--- src/ldm_pkg.sv ---
// Shared types, constants and helpers of the landmark drowsiness monitor.
package ldm_pkg;

	// History and counter sizes
	localparam int HISTORY_DEPTH = 10;
	localparam int SLOT_W        = 4;
	localparam int FILL_W        = 5;
	localparam int CNT_W         = 16;
	localparam int VAL_W         = 16;
	localparam int SUM_W         = VAL_W + ((HISTORY_DEPTH > 1) ? $clog2(HISTORY_DEPTH) : 0);

	// Landmark geometry
	localparam int COORD_W   = 16;
	localparam int COORD_N   = 10;
	localparam int DIST_N    = 6;
	localparam int SQ_W      = 2 * COORD_W + 2;
	localparam int RAD_W     = 48;
	localparam int ROOT_W    = RAD_W / 2;
	localparam int DIST_W    = 21;
	localparam int ROOT_STEP = 4;
	localparam int ROOT_CYC  = ROOT_W / ROOT_STEP;
	localparam int EPS_Q8    = 32;

	// Shared divider
	localparam int NUM_W    = 36;
	localparam int DEN_W    = 24;
	localparam int DIV_STEP = 4;
	localparam int DIV_CYC  = NUM_W / DIV_STEP;

	// Configuration port
	localparam int CFG_ADDR_W = 3;
	localparam int CFG_DATA_W = 16;
	localparam logic [CFG_ADDR_W-1:0] CFG_EYE_THR    = 3'd0;
	localparam logic [CFG_ADDR_W-1:0] CFG_MOUTH_THR  = 3'd1;
	localparam logic [CFG_ADDR_W-1:0] CFG_BLINK_MIN  = 3'd2;
	localparam logic [CFG_ADDR_W-1:0] CFG_BLINK_MAX  = 3'd3;
	localparam logic [CFG_ADDR_W-1:0] CFG_WARN_FRM   = 3'd4;
	localparam logic [CFG_ADDR_W-1:0] CFG_ALARM_FRM  = 3'd5;
	localparam logic [CFG_ADDR_W-1:0] CFG_WARMUP_FRM = 3'd6;

	// Danger grades
	localparam logic [1:0] DANGER_NONE  = 2'd0;
	localparam logic [1:0] DANGER_WARN  = 2'd1;
	localparam logic [1:0] DANGER_ALARM = 2'd2;

	localparam int IN_W  = COORD_N * COORD_W;
	localparam int OUT_W = 72;

	typedef struct packed {
		logic [COORD_W-1:0] dx;
		logic [COORD_W-1:0] dy;
	} pair_t;

	typedef pair_t [DIST_N-1:0] pairs_t;

	typedef struct packed {
		logic [15:0] eye_threshold;
		logic [15:0] mouth_threshold;
		logic [7:0]  blink_min_frames;
		logic [7:0]  blink_max_frames;
		logic [15:0] warning_frames;
		logic [15:0] alarm_frames;
		logic [4:0]  warmup_frames;
	} cfg_t;

	typedef struct packed {
		logic [CNT_W-1:0] yawn_total;
		logic [CNT_W-1:0] blink_total;
		logic             warming_up;
		logic [1:0]       danger_level;
		logic [VAL_W-1:0] mouth_average;
		logic [VAL_W-1:0] eye_average;
	} result_t;

	// Magnitude of the difference of two signed coordinates
	function automatic logic [COORD_W-1:0] abs_diff(input logic signed [COORD_W-1:0] a,
			input logic signed [COORD_W-1:0] b);
		logic signed [COORD_W:0] d;
		logic signed [COORD_W:0] m;
		d = {a[COORD_W-1], a} - {b[COORD_W-1], b};
		m = d[COORD_W] ? -d : d;
		return m[COORD_W-1:0];
	endfunction

	// Clamp a quotient to 16 bits
	function automatic logic [VAL_W-1:0] sat16(input logic [NUM_W-1:0] q);
		return (|q[NUM_W-1:VAL_W]) ? {VAL_W{1'b1}} : q[VAL_W-1:0];
	endfunction

endpackage

--- src/landmark_drowsiness_monitor.sv ---
// Top level of the landmark drowsiness monitor: configuration registers, front, queue and back.

// Each frame of five landmarks passes through the back end in steps: six distances, each
// squared in the SQX and SQY states on the single 16x16 multiplier and then rooted by the
// four-bit-a-cycle square root, then four passes through the shared divider (two ratios,
// two history means), with a fetch before and a posting of the result after. A two-entry
// queue lets the front take up to two further frames while the back works, and the result
// register lets the next frame start while a result waits.
// Configuration writes take effect at once and belong to idle periods only.
module landmark_drowsiness_monitor (
	input  logic                                clk,
	input  logic                                arst_n,
	input  logic                                s_tvalid,
	output logic                                s_tready,
	// left_eye_x, left_eye_y, right_eye_x, right_eye_y, nose_x, nose_y,
	// mouth_left_x, mouth_left_y, mouth_right_x, mouth_right_y
	input  logic [ldm_pkg::IN_W-1:0]            s_tdata,
	output logic                                m_tvalid,
	input  logic                                m_tready,
	// eye_average, mouth_average, danger_level, warming_up, blink_total, yawn_total
	output logic [ldm_pkg::OUT_W-1:0]           m_tdata,
	input  logic                                cfg_we,
	input  logic [ldm_pkg::CFG_ADDR_W-1:0]      cfg_addr,
	input  logic [ldm_pkg::CFG_DATA_W-1:0]      cfg_wdata
);
	import ldm_pkg::*;

	cfg_t    cfg_q;
	pairs_t  pairs;
	pairs_t  dout;
	logic    push, full, pop, empty;
	result_t res;

	// Hold configuration registers
	always_ff @(posedge clk or negedge arst_n) begin
		if (!arst_n) begin
			cfg_q.eye_threshold    <= 16'd1843;
			cfg_q.mouth_threshold  <= 16'd3072;
			cfg_q.blink_min_frames <= 8'd2;
			cfg_q.blink_max_frames <= 8'd15;
			cfg_q.warning_frames   <= 16'd15;
			cfg_q.alarm_frames     <= 16'd30;
			cfg_q.warmup_frames    <= 5'd5;
		end else if (cfg_we) begin
			case (cfg_addr)
				CFG_EYE_THR:    cfg_q.eye_threshold    <= cfg_wdata;
				CFG_MOUTH_THR:  cfg_q.mouth_threshold  <= cfg_wdata;
				CFG_BLINK_MIN:  cfg_q.blink_min_frames <= cfg_wdata[7:0];
				CFG_BLINK_MAX:  cfg_q.blink_max_frames <= cfg_wdata[7:0];
				CFG_WARN_FRM:   cfg_q.warning_frames   <= cfg_wdata;
				CFG_ALARM_FRM:  cfg_q.alarm_frames     <= cfg_wdata;
				CFG_WARMUP_FRM: cfg_q.warmup_frames    <= cfg_wdata[4:0];
				default: begin
				end
			endcase
		end
	end

	ldm_front u_front (
		.s_tvalid (s_tvalid),
		.s_tready (s_tready),
		.s_tdata  (s_tdata),
		.full     (full),
		.push     (push),
		.pairs    (pairs)
	);

	ldm_fifo u_fifo (
		.clk    (clk),
		.arst_n (arst_n),
		.push   (push),
		.din    (pairs),
		.full   (full),
		.pop    (pop),
		.dout   (dout),
		.empty  (empty)
	);

	ldm_back u_back (
		.clk      (clk),
		.arst_n   (arst_n),
		.cfg      (cfg_q),
		.empty    (empty),
		.pop      (pop),
		.dout     (dout),
		.m_tvalid (m_tvalid),
		.m_tready (m_tready),
		.res      (res)
	);

	// Pack the result, eye_average lowest, zero-padded at the top
	assign m_tdata = {(OUT_W - $bits(result_t))'(0), res};

`ifndef SYNTHESIS
	// Danger is never graded while warming up
	assert property (@(posedge clk) disable iff (!arst_n)
		m_tvalid && res.warming_up |-> res.danger_level == DANGER_NONE)
		else $error("danger graded during warm-up");

	// Danger grade stays within its three codes
	assert property (@(posedge clk) disable iff (!arst_n)
		m_tvalid |-> res.danger_level != 2'd3)
		else $error("invalid danger grade");

	// The back end never pops an empty queue
	assert property (@(posedge clk) disable iff (!arst_n)
		pop |-> !empty)
		else $error("queue popped while empty");
`endif

endmodule

--- src/ldm_front.sv ---
// Front end: takes landmark transfers and forms the six coordinate difference pairs.
module ldm_front (
	input  logic                   s_tvalid,
	output logic                   s_tready,
	input  logic [ldm_pkg::IN_W-1:0] s_tdata,
	input  logic                   full,
	output logic                   push,
	output ldm_pkg::pairs_t        pairs
);
	import ldm_pkg::*;

	logic signed [COORD_W-1:0] lex, ley, rex, rey, nx, ny, mlx, mly, mrx, mry;

	// Unpack the landmarks
	assign lex = s_tdata[0*COORD_W +: COORD_W];
	assign ley = s_tdata[1*COORD_W +: COORD_W];
	assign rex = s_tdata[2*COORD_W +: COORD_W];
	assign rey = s_tdata[3*COORD_W +: COORD_W];
	assign nx  = s_tdata[4*COORD_W +: COORD_W];
	assign ny  = s_tdata[5*COORD_W +: COORD_W];
	assign mlx = s_tdata[6*COORD_W +: COORD_W];
	assign mly = s_tdata[7*COORD_W +: COORD_W];
	assign mrx = s_tdata[8*COORD_W +: COORD_W];
	assign mry = s_tdata[9*COORD_W +: COORD_W];

	// Eye pairs first, then mouth pairs; the spacing pair closes each group
	assign pairs[0] = '{dx: abs_diff(lex, nx),  dy: abs_diff(ley, ny)};
	assign pairs[1] = '{dx: abs_diff(rex, nx),  dy: abs_diff(rey, ny)};
	assign pairs[2] = '{dx: abs_diff(rex, lex), dy: abs_diff(rey, ley)};
	assign pairs[3] = '{dx: abs_diff(mlx, nx),  dy: abs_diff(mly, ny)};
	assign pairs[4] = '{dx: abs_diff(mrx, nx),  dy: abs_diff(mry, ny)};
	assign pairs[5] = '{dx: abs_diff(mrx, mlx), dy: abs_diff(mry, mly)};

	// Take a transfer whenever the queue has room
	assign s_tready = !full;
	assign push     = s_tvalid && !full;

endmodule

--- src/ldm_fifo.sv ---
// Two-entry queue of difference pairs between front and back.
module ldm_fifo (
	input  logic            clk,
	input  logic            arst_n,
	input  logic            push,
	input  ldm_pkg::pairs_t din,
	output logic            full,
	input  logic            pop,
	output ldm_pkg::pairs_t dout,
	output logic            empty
);
	import ldm_pkg::*;

	pairs_t     mem_q [2];
	logic       wr_ptr_q;
	logic       rd_ptr_q;
	logic [1:0] count_q;

	assign full  = (count_q == 2'd2);
	assign empty = (count_q == 2'd0);
	assign dout  = mem_q[rd_ptr_q];

	// Store entries
	always_ff @(posedge clk) begin
		if (push) begin
			mem_q[wr_ptr_q] <= din;
		end
	end

	// Advance pointers and fill level
	always_ff @(posedge clk or negedge arst_n) begin
		if (!arst_n) begin
			wr_ptr_q <= 1'b0;
			rd_ptr_q <= 1'b0;
			count_q  <= 2'd0;
		end else begin
			if (push) begin
				wr_ptr_q <= !wr_ptr_q;
			end
			if (pop) begin
				rd_ptr_q <= !rd_ptr_q;
			end
			if (push && !pop) begin
				count_q <= count_q + 2'd1;
			end else if (pop && !push) begin
				count_q <= count_q - 2'd1;
			end
		end
	end

endmodule

--- src/ldm_back.sv ---
// Back end: distances, ratios, history means and closure tracking for one frame at a time.
module ldm_back (
	input  logic             clk,
	input  logic             arst_n,
	input  ldm_pkg::cfg_t    cfg,
	input  logic             empty,
	output logic             pop,
	input  ldm_pkg::pairs_t  dout,
	output logic             m_tvalid,
	input  logic             m_tready,
	output ldm_pkg::result_t res
);
	import ldm_pkg::*;

	localparam logic [2:0] ST_IDLE = 3'd0;
	localparam logic [2:0] ST_SQX  = 3'd1;
	localparam logic [2:0] ST_SQY  = 3'd2;
	localparam logic [2:0] ST_ROOT = 3'd3;
	localparam logic [2:0] ST_DIV  = 3'd4;
	localparam logic [2:0] ST_OUT  = 3'd5;

	localparam logic [1:0] JOB_EYE_R   = 2'd0;
	localparam logic [1:0] JOB_MOUTH_R = 2'd1;
	localparam logic [1:0] JOB_EYE_M   = 2'd2;
	localparam logic [1:0] JOB_MOUTH_M = 2'd3;

	logic [2:0] state_q;
	logic [2:0] k_q;
	logic [3:0] cyc_q;
	logic [1:0] job_q;

	pairs_t            entry_q;
	logic [SQ_W-1:0]   acc_q;
	logic [RAD_W-1:0]  rad_q;
	logic [ROOT_W+1:0] rem_q;
	logic [ROOT_W-1:0] root_q;
	logic [DIST_W-1:0] dist_q [DIST_N];

	logic [NUM_W-1:0] dnum_q;
	logic [DEN_W-1:0] dden_q;
	logic [DEN_W:0]   drem_q;
	logic [NUM_W-1:0] dquo_q;

	logic [VAL_W-1:0] eye_r_q;
	logic [VAL_W-1:0] eye_avg_q;
	logic [VAL_W-1:0] mouth_avg_q;

	logic [VAL_W-1:0]  eye_hist_q   [HISTORY_DEPTH];
	logic [VAL_W-1:0]  mouth_hist_q [HISTORY_DEPTH];
	logic [SUM_W-1:0]  esum_q;
	logic [SUM_W-1:0]  msum_q;
	logic [SLOT_W-1:0] slot_q;
	logic [FILL_W-1:0] fill_q;
	logic              shut_q;
	logic [CNT_W-1:0]  run_q;
	logic [CNT_W-1:0]  blink_q;
	logic [CNT_W-1:0]  yawn_q;
	logic              m_tvalid_q;
	result_t           res_q;

	logic [COORD_W-1:0]   mul_a;
	logic [2*COORD_W-1:0] prod;
	logic [ROOT_W+1:0]    rem_n;
	logic [ROOT_W-1:0]    root_n;
	logic [ROOT_W+1:0]    trial;
	logic [NUM_W-1:0]     dnum_n;
	logic [DEN_W:0]       drem_n;
	logic [NUM_W-1:0]     dquo_n;
	logic [VAL_W-1:0]     mouth_r;
	logic [SUM_W-1:0]     esum_n;
	logic [SUM_W-1:0]     msum_n;
	logic [FILL_W-1:0]    fill_n;
	logic [DIST_W:0]      eye_near, mouth_near;
	logic [DIST_W+1:0]    eye_den, mouth_den;
	logic                 out_free;
	logic                 shut_n;
	logic [CNT_W-1:0]     run_n, blink_n, yawn_n;
	logic [1:0]           danger_n;
	logic                 warming_n;

	assign pop      = (state_q == ST_IDLE) && !empty;
	assign out_free = !m_tvalid_q || m_tready;
	assign m_tvalid = m_tvalid_q;
	assign res      = res_q;

	// Square one coordinate difference a cycle
	assign mul_a = (state_q == ST_SQX) ? entry_q[k_q].dx : entry_q[k_q].dy;
	assign prod  = mul_a * mul_a;

	// Floor square root, four result bits a cycle
	always_comb begin
		rem_n  = rem_q;
		root_n = root_q;
		trial  = '0;
		for (int i = 0; i < ROOT_STEP; i++) begin
			rem_n = {rem_n[ROOT_W-1:0], rad_q[RAD_W-1-2*i -: 2]};
			trial = {root_n, 2'b01};
			if (rem_n >= trial) begin
				rem_n  = rem_n - trial;
				root_n = {root_n[ROOT_W-2:0], 1'b1};
			end else begin
				root_n = {root_n[ROOT_W-2:0], 1'b0};
			end
		end
	end

	// Restoring division, four quotient bits a cycle
	always_comb begin
		dnum_n = dnum_q;
		drem_n = drem_q;
		dquo_n = dquo_q;
		for (int i = 0; i < DIV_STEP; i++) begin
			drem_n = {drem_n[DEN_W-1:0], dnum_n[NUM_W-1]};
			dnum_n = {dnum_n[NUM_W-2:0], 1'b0};
			if (drem_n >= {1'b0, dden_q}) begin
				drem_n = drem_n - {1'b0, dden_q};
				dquo_n = {dquo_n[NUM_W-2:0], 1'b1};
			end else begin
				dquo_n = {dquo_n[NUM_W-2:0], 1'b0};
			end
		end
	end

	// Ratio operands and history update values
	assign eye_near   = {1'b0, dist_q[0]} + {1'b0, dist_q[1]};
	assign mouth_near = {1'b0, dist_q[3]} + {1'b0, dist_q[4]};
	assign eye_den    = {({1'b0, dist_q[2]} + (DIST_W+1)'(EPS_Q8)), 1'b0};
	assign mouth_den  = {({1'b0, dist_q[5]} + (DIST_W+1)'(EPS_Q8)), 1'b0};
	assign mouth_r    = sat16(dquo_n);
	assign esum_n     = esum_q + SUM_W'(eye_r_q) - SUM_W'(eye_hist_q[slot_q]);
	assign msum_n     = msum_q + SUM_W'(mouth_r) - SUM_W'(mouth_hist_q[slot_q]);
	assign fill_n     = (fill_q < FILL_W'(HISTORY_DEPTH)) ? fill_q + 1'b1 : fill_q;

	// Closure, blink, yawn and danger tracking for the finished frame
	always_comb begin
		shut_n    = shut_q;
		run_n     = run_q;
		blink_n   = blink_q;
		yawn_n    = yawn_q;
		danger_n  = DANGER_NONE;
		warming_n = (fill_q < cfg.warmup_frames);
		if (!warming_n) begin
			if (eye_avg_q < cfg.eye_threshold) begin
				if (!shut_q) begin
					shut_n = 1'b1;
					run_n  = CNT_W'(1);
				end else if (run_q != {CNT_W{1'b1}}) begin
					run_n = run_q + 1'b1;
				end
			end else if (shut_q) begin
				if (run_q > CNT_W'(cfg.blink_min_frames) && run_q < CNT_W'(cfg.blink_max_frames)
						&& blink_q != {CNT_W{1'b1}}) begin
					blink_n = blink_q + 1'b1;
				end
				shut_n = 1'b0;
				run_n  = '0;
			end
			if (mouth_avg_q > cfg.mouth_threshold && yawn_q != {CNT_W{1'b1}}) begin
				yawn_n = yawn_q + 1'b1;
			end
			if (run_n > cfg.alarm_frames) begin
				danger_n = DANGER_ALARM;
			end else if (run_n > cfg.warning_frames) begin
				danger_n = DANGER_WARN;
			end
		end
	end

	// Datapath registers
	always_ff @(posedge clk) begin
		case (state_q)
			ST_IDLE: begin
				entry_q <= dout;
			end
			ST_SQX: begin
				acc_q <= SQ_W'(prod);
			end
			ST_SQY: begin
				rad_q  <= {(RAD_W-SQ_W-8)'(0), acc_q + SQ_W'(prod), 8'b0};
				rem_q  <= '0;
				root_q <= '0;
			end
			ST_ROOT: begin
				rad_q  <= {rad_q[RAD_W-2*ROOT_STEP-1:0], (2*ROOT_STEP)'(0)};
				rem_q  <= rem_n;
				root_q <= root_n;
				if (cyc_q == 4'(ROOT_CYC - 1)) begin
					dist_q[k_q] <= root_n[DIST_W-1:0];
					if (k_q == 3'(DIST_N - 1)) begin
						dnum_q <= NUM_W'({eye_near, 12'b0});
						dden_q <= DEN_W'(eye_den);
						drem_q <= '0;
					end
				end
			end
			ST_DIV: begin
				dnum_q <= dnum_n;
				drem_q <= drem_n;
				dquo_q <= dquo_n;
				if (cyc_q == 4'(DIV_CYC - 1)) begin
					drem_q <= '0;
					case (job_q)
						JOB_EYE_R: begin
							eye_r_q <= sat16(dquo_n);
							dnum_q  <= NUM_W'({mouth_near, 12'b0});
							dden_q  <= DEN_W'(mouth_den);
						end
						JOB_MOUTH_R: begin
							dnum_q <= NUM_W'(esum_n);
							dden_q <= DEN_W'(fill_n);
						end
						JOB_EYE_M: begin
							eye_avg_q <= dquo_n[VAL_W-1:0];
							dnum_q    <= NUM_W'(msum_q);
							dden_q    <= DEN_W'(fill_q);
						end
						default: begin
							mouth_avg_q <= dquo_n[VAL_W-1:0];
						end
					endcase
				end
			end
			ST_OUT: begin
				if (out_free) begin
					res_q.eye_average   <= eye_avg_q;
					res_q.mouth_average <= mouth_avg_q;
					res_q.danger_level  <= danger_n;
					res_q.warming_up    <= warming_n;
					res_q.blink_total   <= blink_n;
					res_q.yawn_total    <= yawn_n;
				end
			end
			default: begin
			end
		endcase
	end

	// Sequencer and frame state
	always_ff @(posedge clk or negedge arst_n) begin
		if (!arst_n) begin
			state_q    <= ST_IDLE;
			k_q        <= '0;
			cyc_q      <= '0;
			job_q      <= JOB_EYE_R;
			esum_q     <= '0;
			msum_q     <= '0;
			slot_q     <= '0;
			fill_q     <= '0;
			shut_q     <= 1'b0;
			run_q      <= '0;
			blink_q    <= '0;
			yawn_q     <= '0;
			m_tvalid_q <= 1'b0;
			for (int i = 0; i < HISTORY_DEPTH; i++) begin
				eye_hist_q[i]   <= '0;
				mouth_hist_q[i] <= '0;
			end
		end else begin
			if (m_tvalid_q && m_tready) begin
				m_tvalid_q <= 1'b0;
			end
			case (state_q)
				ST_IDLE: begin
					if (!empty) begin
						k_q     <= '0;
						state_q <= ST_SQX;
					end
				end
				ST_SQX: begin
					state_q <= ST_SQY;
				end
				ST_SQY: begin
					cyc_q   <= '0;
					state_q <= ST_ROOT;
				end
				ST_ROOT: begin
					cyc_q <= cyc_q + 1'b1;
					if (cyc_q == 4'(ROOT_CYC - 1)) begin
						cyc_q <= '0;
						if (k_q == 3'(DIST_N - 1)) begin
							job_q   <= JOB_EYE_R;
							state_q <= ST_DIV;
						end else begin
							k_q     <= k_q + 1'b1;
							state_q <= ST_SQX;
						end
					end
				end
				ST_DIV: begin
					cyc_q <= cyc_q + 1'b1;
					if (cyc_q == 4'(DIV_CYC - 1)) begin
						cyc_q <= '0;
						job_q <= job_q + 1'b1;
						if (job_q == JOB_MOUTH_R) begin
							// Write the new ratios into the history
							eye_hist_q[slot_q]   <= eye_r_q;
							mouth_hist_q[slot_q] <= mouth_r;
							esum_q <= esum_n;
							msum_q <= msum_n;
							fill_q <= fill_n;
							slot_q <= (slot_q == SLOT_W'(HISTORY_DEPTH - 1)) ? '0 : slot_q + 1'b1;
						end
						if (job_q == JOB_MOUTH_M) begin
							state_q <= ST_OUT;
						end
					end
				end
				ST_OUT: begin
					if (out_free) begin
						shut_q     <= shut_n;
						run_q      <= run_n;
						blink_q    <= blink_n;
						yawn_q     <= yawn_n;
						m_tvalid_q <= 1'b1;
						state_q    <= ST_IDLE;
					end
				end
				default: begin
					state_q <= ST_IDLE;
				end
			endcase
		end
	end

endmodule
--- config.mk ---
export PLATFORM = sky130hd
export DESIGN_NAME = landmark_drowsiness_monitor
export DESIGN_NICKNAME = d
export VERILOG_FILES = /design/src/ldm_pkg.sv /design/src/landmark_drowsiness_monitor.sv /design/src/ldm_front.sv /design/src/ldm_fifo.sv /design/src/ldm_back.sv
export SDC_FILE = /design/constraint.sdc
export NUM_CORES = 2
export LEC_CHECK = 0
export BUFFER_PORTS_ARGS = -buffer_cell sky130_fd_sc_hd__buf_2
export CORE_AREA = 4 4 448 450
export CTS_BUF_LIST = sky130_fd_sc_hd__clkbuf_8 sky130_fd_sc_hd__clkbuf_16
export DETAILED_ROUTE_END_ITERATION = 7
export DIE_AREA = 0 0 452 454
export PLACE_DENSITY = 0.76
export SLEW_MARGIN = 20
export SYNTH_ARGS = -nofsm -noshare
export SYNTH_HDL_FRONTEND = slang
export SYNTH_SLANG_ARGS = --single-unit
--- constraint.sdc ---
create_clock -name clk -period 20.5 [get_ports clk]
set_input_delay 4.1 -clock clk [delete_from_list [all_inputs] [get_ports clk]]
set_output_delay 4.1 -clock clk [all_outputs]
set_load 0.02 [all_outputs]
Word level (Yosys, flattened, before mapping)
Memory sizes are Yosys's and may differ from the RTL's. A register that Yosys moved wholly into a read port is not among the register bits.
Cells that the tools add are included.
{ "word_totals": {"register_bits": 879, "latch_bits": 0, "ram_bits": 510, "romBits": 0, "in_bits": 184, "out_inout_bits": 74, "word_cells": 317, "memories": 2} }
{ "classes": {"addsub": 51, "mul": 1, "div": 0, "magnitude_cmp": 19, "n_eq_ne": 30, "n_shift": 0, "mux": 103, "n_bitwise": 3, "n_reduce_logical": 47} }
{ "mem_list": {"columns": ["name", "words", "width", "rd", "rd_clocked_by_memory_dff", "wr", "line", "source"], "rows": [
  ["u_fifo.mem_q", 2, 192, 1, 1, 1, "ldm_fifo.sv:14", "pairs_t mem_q [2];"],
  ["u_back.dist_q", 6, 21, 6, 0, 1, "ldm_back.sv:37", "logic [DIST_W-1:0] dist_q [DIST_N];"]
]} }
{ "ops": {"columns": ["cell", "n"], "rows": [
  ["16-bit 2-to-1 mux", 30],
  ["24-bit 2-to-1 mux", 14],
  ["160-bit bitwise mux", 2],
  ["16-bit by 16-bit subtractor with 17-bit output", 12],
  ["16-bit negator", 12],
  ["24-bit one-hot mux with 2 select lines", 4],
  ["24-bit subtractor", 8],
  ["16-bit binary-select mux with 4-bit select", 2],
  ["36-bit 2-to-1 mux", 3],
  ["36-bit one-hot mux with 3 select lines", 1],
  ["26-bit >= comparator", 4],
  ["25-bit by 24-bit >= comparator with 1-bit output", 4],
  ["32-bit binary-select mux with 3-bit select", 1],
  ["48-bit one-hot mux with 2 select lines", 1],
  ["24-bit one-hot mux with 3 select lines", 1],
  ["36-bit one-hot mux with 2 select lines", 1],
  ["16-bit demux with 4-bit select", 1],
  ["16-bit by 1-bit adder with 16-bit output, second input constant", 3],
  ["16-bit > comparator", 3],
  ["16-bit != test, second input constant", 3],
  ["21-bit by 21-bit adder with 22-bit output", 2],
  ["21-bit by 6-bit adder with 22-bit output, second input constant", 2],
  ["20-bit by 16-bit adder with 20-bit output", 2],
  ["20-bit by 16-bit subtractor with 20-bit output", 2],
  ["other kinds (51)", 136]
]} }

Logic depth before layout (Yosys ltp)
{ "logic_depth": {"depth_word": 11, "ltp_mapped": 79, "ltp_nobuf": 72} }

Cells and area by module
From an unflattened synthesis, not the netlist that was laid out.
{ "hier_totals": {"hier_cells": 9519, "hier_area_um2": 100211.1} }
{ "by_module_without_submodules": {"columns": ["mod", "n_inst", "cells_each", "area_per_inst_um2", "seq_area_each_um2"], "rows": [
  ["ldm_back", 1, 6751, 69351.5, 30814.6],
  ["ldm_fifo", 1, 613, 14062.2, 11631.2],
  ["ldm_front", 1, 1964, 13466.7, 0.0],
  ["landmark_drowsiness_monitor", 1, 191, 3330.7, 2157.1]
]} }

Worst setup path before layout
Ideal clock, no wire load.
{ "synth_timing": {"kind": "flip-flop to flip-flop", "start": "register u_back.state_q[2]", "end": "register u_fifo.count_q[1]", "setup_ns": 0.079, "arrival_ns": 15.096, "required_time_ns": 20.421, "setup_slack_ns": 5.324, "stages_incl_launch_ff": 9, "n_path_buf": 1, "synth_period_minus_slack_ns": 15.176, "path_cell_list": "dfrtp_1 > clkbuf_1 > nor3_1 > o21a_1 > inv_1 > ha_1 > xor2_1 > nor2_1 > xor2_1"} }
{ "synth_via": {"elab_chain_len": 5, "word_cells_on_any_way": 7, "classes_between": "mux (1); reduce/logical (6)"} }
{ "synth_rtl": {"columns": ["element", "line", "source"], "rows": [
  ["start, declared", "ldm_back.sv:27", "logic [2:0] state_q;"],
  ["start signal, assigned", "ldm_back.sv:241", "state_q <= ST_IDLE;"],
  ["start signal, assigned", "ldm_back.sv:266", "state_q <= ST_SQX;"],
  ["start signal, assigned", "ldm_back.sv:270", "state_q <= ST_SQY;"],
  ["3-bit zero test (*)", "ldm_back.sv:81", "assign pop = (state_q == ST_IDLE) && !empty;"],
  ["1-bit logical AND (*)", "ldm_back.sv:81", null],
  ["1-bit zero test", "ldm_fifo.sv:43", "if (push && !pop) begin"],
  ["1-bit logical AND", "ldm_fifo.sv:43", null],
  ["2-bit 2-to-1 mux / 2-bit nonzero test (equally long branches)", null, null],
  ["end signal, assigned", "ldm_fifo.sv:44", "count_q <= count_q + 2'd1;"],
  ["end signal, assigned", "ldm_fifo.sv:46", "count_q <= count_q - 2'd1;"],
  ["end, declared", "ldm_fifo.sv:17", "logic [1:0] count_q;"]
]} }
Mark *: on every way between the ends. The rest lies on a longest branch, timed or not.
A chain may end at the register's enable or synchronous reset.

Worst setup path after layout
{ "layout_timing": {"start": "register u_back.dden_q[1]", "end": "register u_back.msum_q[18]"} }
{ "layout_via": {"elab_chain_len": 11, "word_cells_on_any_way": 17, "classes_between": "add/sub (5); order compare (4); mux (8)"} }
{ "layout_rtl": {"columns": ["element", "line", "source"], "rows": [
  ["start, declared", "ldm_back.sv:40", "logic [DEN_W-1:0] dden_q;"],
  ["start signal, assigned", "ldm_back.sv:191", "dden_q <= DEN_W'(eye_den);"],
  ["start signal, assigned", "ldm_back.sv:206", "dden_q <= DEN_W'(mouth_den);"],
  ["start signal, assigned", "ldm_back.sv:210", "dden_q <= DEN_W'(fill_n);"],
  ["24-bit subtractor / 25-bit by 24-bit >= comparator with 1-bit output (equally long branches)", "ldm_back.sv:116, ldm_back.sv:115", null],
  ["24-bit 2-to-1 mux", "ldm_back.sv:115", "if (drem_n >= {1'b0, dden_q}) begin"],
  ["24-bit subtractor / 25-bit by 24-bit >= comparator with 1-bit output (equally long branches)", "ldm_back.sv:116, ldm_back.sv:115", null],
  ["24-bit 2-to-1 mux", "ldm_back.sv:115", null],
  ["24-bit subtractor / 25-bit by 24-bit >= comparator with 1-bit output (equally long branches)", "ldm_back.sv:116, ldm_back.sv:115", null],
  ["24-bit 2-to-1 mux", "ldm_back.sv:115", null],
  ["25-bit by 24-bit >= comparator with 1-bit output (*)", "ldm_back.sv:115", null],
  ["1-bit 2-to-1 mux (*)", "ldm_back.sv:115", null],
  ["16-bit 2-to-1 mux (*)", "ldm_pkg.sv:87", "return (|q[NUM_W-1:VAL_W]) ? {VAL_W{1'b1}} : q[VAL_W-1:0];"],
  ["via u_back.mouth_r[0]", "ldm_back.sv:69", "logic [VAL_W-1:0] mouth_r;"],
  ["20-bit by 16-bit adder with 20-bit output (*)", "ldm_back.sv:131", "assign msum_n = msum_q + SUM_W'(mouth_r) - SUM_W'(mouth_hist_q[slot_q]);"],
  ["20-bit by 16-bit subtractor with 20-bit output (*)", "ldm_back.sv:131", null],
  ["end signal, assigned", "ldm_back.sv:299", "msum_q <= msum_n;"],
  ["end, declared", "ldm_back.sv:51", "logic [SUM_W-1:0] msum_q;"]
]} }
Mark *: on every way through the listed nets, which the timed path passes. The rest lies on a longest branch.

==> impl_metrics.py <==
metrics = {
    "placement": {
        "gp_congestion": 0.932,
        "dpl.hpwl_mm": 194,
        "portBuffers": 252,
        "place_area_um2": 102000,
    },
    "sta": {
        "finalSetupViolCount": 0,
        "grt_setup_unrepaired": "false",
        "clock_skew_ps": 80.5,
        "fmax_mhz": 55.9,
        "setup_tns_ps": 0,
        "drv_slew": 0,
        "worst_hold_slack_ps": 421,
        "max_slew_margin": 0.248,
        "hold_violations": 0,
        "min_period_ps": 17900,
        "worstMarginPinSlew_ps": 1130,
        "finalCritPeriodShare": 0.873,
    },
    "clock_tree": {
        "clock_sinks": 1571,
        "cts_max_level": 4,
        "cts_buffers": 164,
        "cts_tree": "yes",
        "post_cts_resized": 0,
        "clock_path_buffers": 3,
        "cts_hold_buf": 0,
        "postCtsSetupRepairBufs": 0,
        "clkTransAtPathRegs_ps": 60,
        "root_buffer": "clkbuf_16",
        "insertion_delay_ps": 830,
    },
    "layout": {
        "final_util": 0.550,
        "area_delta_synth_final_pct": 10.3,
        "nets": 10500,
        "drive_above_1_share": 0.127,
        "design_area_um2": 108000,
    },
    "critical_path": {
        "critical_path_class": "register to register",
        "crit_path_start_kind": "register",
        "cpMostUsedCell": "a21oi_1",
        "reg2reg_slack_ps": 2600,
        "slowest_stage": "o41ai_1",
        "required_ps": 21220,
        "cpPeakStageDelay_ps": 590,
        "endpoint_kind": "register",
        "cp.arrival_ps": 18620,
        "r2r_start": "u_back.dden_q[1]",
        "crit_fanout": 19,
        "crit_end": "u_back.msum_q[18]",
        "reg2reg_depth": 73,
        "r2r-end": "u_back.msum_q[18]",
        "cp-startpoint": "u_back.dden_q[1]",
    },
    "grt": {
        "antenna_found_initial": 3,
        "grt_pass1_vias": 71300,
        "grt_max_degree": 161,
        "grt_util_all_layers": 0.249,
        "gr-total-overflow": 0,
        "grt_first_pass_wirelength_mm": 402,
    },
    "floorplanning": {
        "design.die.area_um2": 205000,
        "start_util": 0.498,
        "die_w_um": 452,
        "pin_count": 258,
        "core_area_um2": 197000,
        "fp.dieH_um": 454,
        "num_rows": 163,
    },
    "detailed_routing": {
        "vias_per_cell": 5.81,
        "ant_nets": 0,
        "drt-total-wl_mm": 260,
        "drc": 0,
        "wire_per_inst_um": 21.4,
        "drt_iter0_markers": 5880,
        "first_pass_iters": 6,
        "via_count": 70700,
    },
    "synth": {
        "synthTopCellsByArea": "edfxtp_1 (32%), dfrtp_1 (13%), ha_1 (9.1%)",
        "yosys.area.top_type": "edfxtp_1",
        "synth.yosys.seq_area_share": 0.455,
        "syn_avg_cell_area_um2": 10.7,
        "synth_edf_count": 1051,
        "netlist.area_leader.share": 0.322,
        "synth.distinct_cells": 101,
        "ys_ff_latch": 1571,
        "synthCells": 9157,
        "ys.warnings.count": 0,
        "synth_commonest_cells": "edfxtp_1 (1051), nor2_1 (780), inv_1 (767)",
        "synthesis.area_um2": 98000,
        "synth-async-reset-ratio": 0.331,
        "yosysMostFrequentCell": "edfxtp_1",
        "synth_top_flop_cell": "edfxtp_1",
    },
    "hold_path": {
        "min_path_type": "register to register",
        "whs_path_depth": 0,
    },
    "status": {
        "status": "completed",
    },
    "job": {
        "cap_violations": 0,
    },
}
-- area by class of cell --
| cell class | instances | area [um^2] |
|---|---|---|
| Tap cell | 2640 | 3300 |
| Antenna cell | 2 | 5.00 |
| Inverter | 777 | 2920 |
| Timing Repair Buffer | 368 | 2180 |
| Clock buffer | 177 | 4320 |
| Clock inverter | 129 | 1300 |
| Multi-Input combinational cell | 6507 | 49500 |
| Sequential cell | 1571 | 44600 |
| Fill cell | 16500 | 88500 |
-- through the flow --
step	cells	worst slack, ps
final	12200	2600
after global routing	12200	1100
after CTS	12200	2520
after detailed placement	11900	2660
after global placement	11900	2760
after floorplan	9161	5320
-- registers in the layout, indices dropped and copies added, names as in the netlist, 24 cells and up --
signal and cells:
u_fifo.mem_q 384, u_back.entry_q 192, u_back.eye_hist_q 160, u_back.mouth_hist_q 160, u_back.dist_q 126, cfg_q 85, u_back.res 67, u_back.rad_q 40
u_back.dnum_q 36, u_back.dquo_q 32, u_back.acc_q 31, u_back.drem_q 24, u_back.rem_q 24, u_back.root_q 24
-- layout by cell type, fill, tap and decap left out, types with 84 or more instances in the layout --
master	netlist	routed
buf_2	4	251
buf_4	6	113
fa_1	215	215
clkbuf_16	0	167
dfrtp_1	496	489
edfxtp_1	1051	1051
nand2_1	724	719
nor2_1	780	768
inv_1	767	800
nand3_1	130	130
nor2b_1	90	89
nand2b_1	120	120
a21oi_1	581	581
a21o_1	143	143
mux2_2	400	400
xor2_1	188	188
xnor2_1	471	471
o21a_1	84	84
o21ai_0	561	561
nor3_1	149	141
ha_1	712	712
mux2i_1	106	106
-- worst max-delay path: cells and delay by family, from the launching register on --
kind / cells / cell delay [ps]
flip-flops: 1 / 460
AND/OR/NAND/NOR: 13 / 2360
AO/OA/AOI/OAI: 44 / 11130
adder cells (fa/ha/maj): 6 / 1900
XOR/XNOR: 1 / 150
buffers and inverters: 9 / 1730
-- layer usage --
layer	up-vias	track usage	routed length [um]	share of wire
met5	-	0	0	0
met4	0	0.0963	10400	0.040
met3	524	0.0329	13700	0.053
met2	2266	0.436	129000	0.50
met1	34700	0.314	107000	0.41
li1	33200	-	-	-
-- cell families after synthesis --
| group | count (synthesis) | share of synthesized area |
|---|---|---|
| and+or+nand+nor | 2373 | 0.111 |
| DFF | 1571 | 0.455 |
| xor gates and xnor gates | 659 | 0.0589 |
| muxes | 577 | 0.0731 |
| buffers and inverters | 1083 | 0.0420 |
| other | 1 | 0.0000383 |
| AOI/OAI and AO/OA | 1966 | 0.125 |
| adders and majority gates | 927 | 0.135 |
-- worst min-delay path by stage --
stage	slack [ps]	startpoint	end
2_1_floorplan	420	u_back.eye_avg_q[0]	u_back.res[0]
3_3_place_gp	430	u_back.dquo_q[17]	u_back.dquo_q[21]
3_5_place_dp	440	u_back.dquo_q[21]	u_back.dquo_q[25]
4_1_cts	430	u_back.eye_avg_q[0]	u_back.res[0]
5_1_grt	460	u_back.eye_avg_q[0]	u_back.res[0]
6_report	420	u_back.eye_avg_q[0]	u_back.res[0]
Power is not shown: default switching activity piles up to over one toggle a cycle in this logic, so the estimate is an artifact.
